==> config.mk <==
export PLATFORM = sky130hd
export DESIGN_NAME = latency_top_k_tracker_top
export DESIGN_NICKNAME = d
export VERILOG_FILES = /design/src/rtl/lktk_pkg.sv /design/src/rtl/lktk_table.sv /design/src/rtl/latency_top_k_tracker_top.sv
export SDC_FILE = /design/constraint.sdc
export NUM_CORES = 2
export LEC_CHECK = 0
export BUFFER_PORTS_ARGS = -buffer_cell sky130_fd_sc_hd__buf_2
export CAP_MARGIN = 25
export CORE_ASPECT_RATIO = 1.1
export CORE_MARGIN = 4
export CORE_UTILIZATION = 53
export CTS_BUF_LIST = sky130_fd_sc_hd__clkbuf_8
export DETAILED_ROUTE_END_ITERATION = 8
export GPL_ROUTABILITY_DRIVEN = 0
export GPL_TIMING_DRIVEN = 0
export PLACE_DENSITY = 0.69
export SYNTH_ARGS = -nofsm -noshare
export SYNTH_HDL_FRONTEND = slang
export SYNTH_HIERARCHICAL = 1
export SYNTH_SLANG_ARGS = --single-unit
==> constraint.sdc <==
create_clock -name clk -period 14.45 [get_ports clk]
set_input_delay 0.7225 -clock clk [delete_from_list [all_inputs] [get_ports clk]]
set_output_delay 0.7225 -clock clk [all_outputs]
set_load 0.02 [all_outputs]
==> src/rtl/lktk_pkg.sv <==
package lktk_pkg;

  localparam logic CMD_RECORD = 1'b0;
  localparam logic CMD_READ   = 1'b1;

  localparam logic TABLE_LOW  = 1'b0;
  localparam logic TABLE_HIGH = 1'b1;

  typedef enum logic {
    TBL_IDLE,
    TBL_SCAN
  } tbl_state_t;

  typedef enum logic [1:0] {
    TOP_IDLE,
    TOP_INSERT,
    TOP_DONE
  } top_state_t;

  typedef struct packed {
    logic        insert;
    logic        read;
    logic [31:0] value;
  } tbl_req_t;

  typedef struct packed {
    logic        busy;
    logic        entry_used;
    logic [31:0] entry_value;
    logic [31:0] entry_hits;
  } tbl_stat_t;

endpackage

==> src/rtl/lktk_table.sv <==
module lktk_table #(
  parameter int TABLE_ENTRIES = 10,
  parameter bit DESCENDING    = 1'b0,
  localparam int IW = $clog2(TABLE_ENTRIES)
) (
  input  logic                 clk,
  input  logic                 rst_n,
  input  lktk_pkg::tbl_req_t   req,
  input  logic [IW-1:0]        rd_index,
  output lktk_pkg::tbl_stat_t  stat
);

  localparam logic [IW-1:0] LAST = IW'(TABLE_ENTRIES - 1);

  logic [31:0]     values_r [TABLE_ENTRIES];
  logic [31:0]     hits_r   [TABLE_ENTRIES];
  logic [TABLE_ENTRIES-1:0] used_r;

  lktk_pkg::tbl_state_t state_r, state_nxt;
  logic [IW-1:0]   idx_r;
  logic [31:0]     value_r;

  logic [31:0] cur_value;
  logic [31:0] cur_hits;
  logic        cur_used;
  logic        is_equal;
  logic        goes_before;
  logic        do_hit;
  logic        do_insert;

  // one compare unit, walked over the table by idx_r
  always_comb begin
    cur_value   = values_r[idx_r];
    cur_hits    = hits_r[idx_r];
    cur_used    = used_r[idx_r];
    is_equal    = (value_r == cur_value);
    if (DESCENDING) begin
      goes_before = !cur_used || (value_r > cur_value);
    end else begin
      goes_before = !cur_used || (value_r < cur_value);
    end
    do_hit    = (state_r == lktk_pkg::TBL_SCAN) && cur_used && is_equal;
    do_insert = (state_r == lktk_pkg::TBL_SCAN) && !do_hit && goes_before;
  end

  always_comb begin
    state_nxt = state_r;
    unique case (state_r)
      lktk_pkg::TBL_IDLE: begin
        if (req.insert) state_nxt = lktk_pkg::TBL_SCAN;
      end
      lktk_pkg::TBL_SCAN: begin
        if (do_hit || do_insert || (idx_r == LAST)) state_nxt = lktk_pkg::TBL_IDLE;
      end
      default: state_nxt = lktk_pkg::TBL_IDLE;
    endcase
  end

  always_comb begin
    stat.busy        = (state_r == lktk_pkg::TBL_SCAN);
    stat.entry_used  = cur_used;
    stat.entry_value = cur_value;
    stat.entry_hits  = cur_hits;
  end

  always_ff @(posedge clk) begin
    if (!rst_n) begin
      state_r <= lktk_pkg::TBL_IDLE;
      idx_r   <= '0;
    end else begin
      state_r <= state_nxt;
      if (state_r == lktk_pkg::TBL_IDLE) begin
        if (req.insert) begin
          idx_r <= '0;
        end else if (req.read) begin
          idx_r <= rd_index;
        end
      end else if (state_nxt == lktk_pkg::TBL_SCAN) begin
        idx_r <= idx_r + IW'(1);
      end
    end
  end

  always_ff @(posedge clk) begin
    if ((state_r == lktk_pkg::TBL_IDLE) && req.insert) value_r <= req.value;
  end

  always_ff @(posedge clk) begin
    if (!rst_n) begin
      used_r <= '0;
    end else if (do_insert) begin
      for (int j = 1; j < TABLE_ENTRIES; j++) begin
        if (IW'(j) > idx_r) used_r[j] <= used_r[j-1];
      end
      used_r[idx_r] <= 1'b1;
    end
  end

  always_ff @(posedge clk) begin
    if (do_hit) begin
      if (cur_hits != '1) hits_r[idx_r] <= cur_hits + 32'd1;
    end else if (do_insert) begin
      // later entries move one place toward the end, the last drops off
      for (int j = 1; j < TABLE_ENTRIES; j++) begin
        if (IW'(j) > idx_r) begin
          values_r[j] <= values_r[j-1];
          hits_r[j]   <= hits_r[j-1];
        end
      end
      values_r[idx_r] <= value_r;
      hits_r[idx_r]   <= 32'd1;
    end
  end

endmodule

==> src/rtl/latency_top_k_tracker_top.sv <==
// record transaction: accept, then one table entry compared per cycle (up to
// TABLE_ENTRIES entries, both tables scanned side by side), the INSERT state sees the scan
// finish, and the DONE state loads the result
// a new transaction is accepted only after the last one has loaded its result
// a result held in the output register by out_stall keeps the next one waiting in DONE
// synchronous active-low reset clears out_valid, the table used bits and the summary statistics
module latency_top_k_tracker_top #(
  parameter int TABLE_ENTRIES = 10
) (
  input  logic        clk,
  input  logic        rst_n,
  input  logic        in_valid,
  output logic        in_stall,
  input  logic        in_cmd,
  input  logic [31:0] in_sample_latency,
  input  logic        in_read_table,
  input  logic [3:0]  in_read_index,
  output logic        out_valid,
  input  logic        out_stall,
  output logic        out_entry_valid,
  output logic [31:0] out_entry_latency,
  output logic [31:0] out_entry_hits,
  output logic [31:0] out_min_latency,
  output logic [31:0] out_max_latency,
  output logic [63:0] out_total_latency,
  output logic [31:0] out_sample_total
);

  localparam int IW = $clog2(TABLE_ENTRIES);

  lktk_pkg::top_state_t state_r, state_nxt;

  logic        accept;
  logic        out_free;
  logic        out_load;
  logic        in_range;
  logic [31:0] ridx_ext;
  logic [IW-1:0] rd_index;

  logic        cmd_r;
  logic        tsel_r;
  logic        range_r;

  logic [31:0] min_r;
  logic [31:0] max_r;
  logic [63:0] sum_r;
  logic [31:0] count_r;
  logic [64:0] sum_wide;

  lktk_pkg::tbl_req_t  req;
  lktk_pkg::tbl_stat_t low_stat;
  lktk_pkg::tbl_stat_t high_stat;
  lktk_pkg::tbl_stat_t sel_stat;

  logic        out_valid_r;
  logic        entry_valid_r;
  logic [31:0] entry_latency_r;
  logic [31:0] entry_hits_r;
  logic [31:0] min_out_r;
  logic [31:0] max_out_r;
  logic [63:0] sum_out_r;
  logic [31:0] count_out_r;

  assign ridx_ext = 32'(in_read_index);
  assign in_range = ridx_ext < 32'(TABLE_ENTRIES);
  assign rd_index = ridx_ext[IW-1:0];
  assign sum_wide = {1'b0, sum_r} + {33'b0, in_sample_latency};
  assign out_free = !out_valid_r || !out_stall;

  always_comb begin
    state_nxt = state_r;
    unique case (state_r)
      lktk_pkg::TOP_IDLE: begin
        if (in_valid) begin
          state_nxt = (in_cmd == lktk_pkg::CMD_RECORD) ? lktk_pkg::TOP_INSERT
                                                       : lktk_pkg::TOP_DONE;
        end
      end
      lktk_pkg::TOP_INSERT: begin
        if (!low_stat.busy && !high_stat.busy) state_nxt = lktk_pkg::TOP_DONE;
      end
      lktk_pkg::TOP_DONE: begin
        if (out_free) state_nxt = lktk_pkg::TOP_IDLE;
      end
      default: state_nxt = lktk_pkg::TOP_IDLE;
    endcase
  end

  always_comb begin
    in_stall   = (state_r != lktk_pkg::TOP_IDLE);
    accept     = in_valid && !in_stall;
    out_load   = (state_r == lktk_pkg::TOP_DONE) && out_free;
    req.insert = accept && (in_cmd == lktk_pkg::CMD_RECORD);
    req.read   = accept && (in_cmd == lktk_pkg::CMD_READ) && in_range;
    req.value  = in_sample_latency;
    sel_stat   = (tsel_r == lktk_pkg::TABLE_HIGH) ? high_stat : low_stat;
  end

  lktk_table #(
    .TABLE_ENTRIES (TABLE_ENTRIES),
    .DESCENDING    (1'b0)
  ) u_low (
    .clk      (clk),
    .rst_n    (rst_n),
    .req      (req),
    .rd_index (rd_index),
    .stat     (low_stat)
  );

  lktk_table #(
    .TABLE_ENTRIES (TABLE_ENTRIES),
    .DESCENDING    (1'b1)
  ) u_high (
    .clk      (clk),
    .rst_n    (rst_n),
    .req      (req),
    .rd_index (rd_index),
    .stat     (high_stat)
  );

  always_ff @(posedge clk) begin
    if (!rst_n) begin
      state_r     <= lktk_pkg::TOP_IDLE;
      out_valid_r <= 1'b0;
      min_r       <= '1;
      max_r       <= '0;
      sum_r       <= '0;
      count_r     <= '0;
    end else begin
      state_r <= state_nxt;
      if (out_load) begin
        out_valid_r <= 1'b1;
      end else if (!out_stall) begin
        out_valid_r <= 1'b0;
      end
      if (req.insert) begin
        sum_r <= sum_wide[64] ? '1 : sum_wide[63:0];
        if (count_r != '1) count_r <= count_r + 32'd1;
        if (in_sample_latency < min_r) min_r <= in_sample_latency;
        if (in_sample_latency > max_r) max_r <= in_sample_latency;
      end
    end
  end

  always_ff @(posedge clk) begin
    if (accept) begin
      cmd_r   <= in_cmd;
      tsel_r  <= in_read_table;
      range_r <= in_range;
    end
  end

  always_ff @(posedge clk) begin
    if (out_load) begin
      if ((cmd_r == lktk_pkg::CMD_READ) && range_r && sel_stat.entry_used) begin
        entry_valid_r   <= 1'b1;
        entry_latency_r <= sel_stat.entry_value;
        entry_hits_r    <= sel_stat.entry_hits;
      end else begin
        entry_valid_r   <= 1'b0;
        entry_latency_r <= '0;
        entry_hits_r    <= '0;
      end
      min_out_r   <= min_r;
      max_out_r   <= max_r;
      sum_out_r   <= sum_r;
      count_out_r <= count_r;
    end
  end

  assign out_valid         = out_valid_r;
  assign out_entry_valid   = entry_valid_r;
  assign out_entry_latency = entry_latency_r;
  assign out_entry_hits    = entry_hits_r;
  assign out_min_latency   = min_out_r;
  assign out_max_latency   = max_out_r;
  assign out_total_latency = sum_out_r;
  assign out_sample_total  = count_out_r;

endmodule

==> qor.yml <==
cts:
  ctsLongestPathBuffers: 4
  postCtsHoldBufs: 27
  cts_resized: 0
  clk_latency_ns: 1.13
  clk_pin_slew_worst_paths_ns: 0.06
  cts_setup_buffers: 0
  cts-buffers-inserted: 417
  htree_levels: 5
  root_buffer: "clkbuf_8"
  cts_sinks: 2541
  cts_tree: "yes"
finish:
  synthToLayoutAreaGrowth_pct: 14.5
  layout-drive-gt1-share_pct: 29.3
  nFillCells: 16127
  layout.nets: 8154
  multiInputGateArea_um2: 39000
  final_cell_mix: "2340 x edfxtp_1, 579 x mux2_2, 545 x a21o_1, 474 x mux4_2, 456 x clkbuf_8"
  finish.utilization_pct: 61.2
  final_area_um2: 133000
  regArea_um2: 74300
  layout_commonest_cell: "edfxtp_1"
sta:
  fin_crit_ns: 11.65
  skew_ns: 0.0684
  setup_viol: 0
  tightest_slew_ns: 1.17
  finalCritPeriodShare_pct: 80.6
  final-max-slew-violation-count: 0
  hold_viol: 0
  fmax_mhz: 85.8
  fin_tns_setup_ns: 0
  whs_ns: 0.126
  slew_headroom_pct: 21.8
  rsz0062_at_grt: "false"
grt:
  grt_pass1_wl_um: 536000
  antenna_found_initial: 25
  grt_max_degree: 42
  grt_use_total_pct: 33.2
  grt-ovfl-total: 0
  grt_pass1_vias: 73728
placement:
  io_buffers: 268
  post_dp_cell_area_um2: 125000
  hpwl_um: 265000
floorplanning:
  num_rows: 179
  coreArea_um2: 217000
  start_util_pct: 53.4
  fp.dieArea_um2: 226000
  die_h_um: 498
  io_pins: 269
  fp.dieW_um: 454
setup_path:
  path_max_fanout: 12
  worst_path_dominant_cell_family: "buffers and inverters"
  cp_data_arrival_time_ns: 12.49
  crit_top_cell: "clkbuf_1"
  crit_required_ns: 15.29
  critPathKind: "reg -> reg"
  critical_path.max_stage_delay_ns: 0.90
  critPathSlowestCell: "clkbuf_1"
  worst_setup_path_end_kind: "register"
  startpoint_type: "register"
  crit_buf_inv: 15
detailed_routing:
  drtIter0Drc: 9968
  routed_via_density: 6.73
  drc_errors: 0
  finalWirelength_um: 382000
  wl_per_cell_um: 34.2
  highest_layer: "met5"
  wl_met2_um: 171000
  wl_met3_um: 42400
  dr_total_vias: 75123
  wl_met1_um: 138000
  dr.pass1.iters: 6
  drtAntennaViolNets: 0
synthesis:
  synthAdderAreaFrac_pct: 1.85
  syn-num-nets: 7210
  ys_types: 110
  seq_area_frac_synth_pct: 64.2
  synth.avg_cell_area_um2: 16.6
  synth_edf_count: 2340
  synthMuxAreaShare_pct: 18.5
  yosys_most_used_dff: "edfxtp_1"
  yosys_warnings: 6
  synth-compound-area-share_pct: 7.79
  ys_ff_latch: 2541
  synth_cells: 6997
  synth_xor_area_share_pct: 0.696
  async_reset_ff_share_pct: 0
  netlist_area_um2: 116000
  synth_top_family_by_area: "multiplexers"
  synthSimpleGateAreaFrac_pct: 4.50
min_path:
  hold_start: "in_sample_latency[22]"
  hold_path.class: "in -> reg"
pwr:
  powerDensity_nw_per_um2: 140
  p_leak_nw: 47.8
  ir_drop_mv: 0.106
run:
  maxCapViolCount: 0
status:
  outcome: "completed"
registers in the layout, indices dropped and copies added, names as in the netlist, 64 cells and up, named ones only:
signal and cells:
out_total_latency 64, u_high/hits_r 512, u_high/values_r 512, sum_r 64, u_low/values_r 512, u_low/hits_r 512
worst reg2reg max path: cells and delay by family (launching register included):
kind	cells	cell delay, ns
DFF	1	0.56
adders and majority gates	1	0.19
muxes	2	0.96
and+or+nand+nor	4	1.50
buffers and inverters	15	6.77
AOI/OAI and AO/OA	3	1.42
power breakdown:
| group | switching, mW | total, mW | internal (mW) | leakage (nW) |
|---|---|---|---|---|
| Clock | 2.88 | 5.90 | 3.02 | 4.48 |
| Sequential | 0.234 | 9.02 | 8.78 | 23.0 |
| Combinational | 2.22 | 3.58 | 1.36 | 20.3 |
| Total | 5.34 | 18.5 | 13.2 | 47.8 |
cell type report:
cell class                 instances  area share, %
antenna                            9         0.0170
buffer                           417           1.63
clock buffer                     455           4.72
clock inverter                   283           1.02
inverter                         208          0.589
multi-input combinational       3831           29.4
sequential                      2541           56.0
tap                             2896           2.73
timing repair buffer             525           3.81
synth_stat cells, types with 26 or more instances:
cell type / number / area share, %
and3_1: 51 / 0.28
ha_1: 170 / 1.8
a21o_1: 546 / 3.5
o21ai_0: 92 / 0.40
nor2b_1: 30 / 0.16
a31oi_1: 37 / 0.20
nor3_1: 50 / 0.22
mux2i_1: 195 / 1.7
nor2_1: 211 / 0.68
dfxtp_1: 201 / 3.5
mux2_2: 579 / 5.6
nand3_1: 92 / 0.40
edfxtp_1: 2340 / 61
nand2_1: 325 / 1.1
xor2_1: 28 / 0.21
clkbuf_1: 217 / 0.70
buf_1: 47 / 0.15
a21oi_1: 141 / 0.61
and2_1: 27 / 0.15
mux4_1: 79 / 1.8
a221oi_1: 45 / 0.34
xnor2_1: 64 / 0.48
o221ai_1: 30 / 0.23
a22oi_1: 50 / 0.32
mux4_2: 474 / 9.2
buf_2: 90 / 0.39
o21a_1: 26 / 0.17
inv_1: 205 / 0.66
nand4_1: 60 / 0.32
stage by stage:
step | instances | total power, mW | worst slack (ns)
2_1_floorplan | 6997 | 11.2 | 2.03
3_3_place_gp | 10161 | 12.4 | -4.04
3_5_place_dp | 10377 | 12.6 | 3.40
4_1_cts | 11142 | 18.5 | 3.35
5_1_grt | 11159 | 19.1 | 2.85
6_report | 11165 | 18.5 | 2.80
routing by layer:
metal	vias up	GRT usage (%)
met5	-	0
met1	38395	43.3
met2	5440	49.9
met3	1134	7.76
met4	20	22.4
li1	30134	-
worst paths after layout:
check	slack (ns)	cells after the start	end
worst max-delay path	2.80	25	u_low/hits_r[0][7]
worst min-delay path	0.13	1	u_high/value_r[22]
worst max register to register	2.80	25	u_low/hits_r[0][7]
worst min register to register	0.41	0	out_min_latency[12]
cells by family after synthesis:
kind of cell | count (synthesis)
adders and majority gates | 171
AOI/OAI and AO/OA | 1215
muxes | 1339
DFF | 2541
buffers and inverters | 625
xor gates and xnor gates | 92
and+or+nand+nor | 1014
Power figures use the tool's default switching activity.
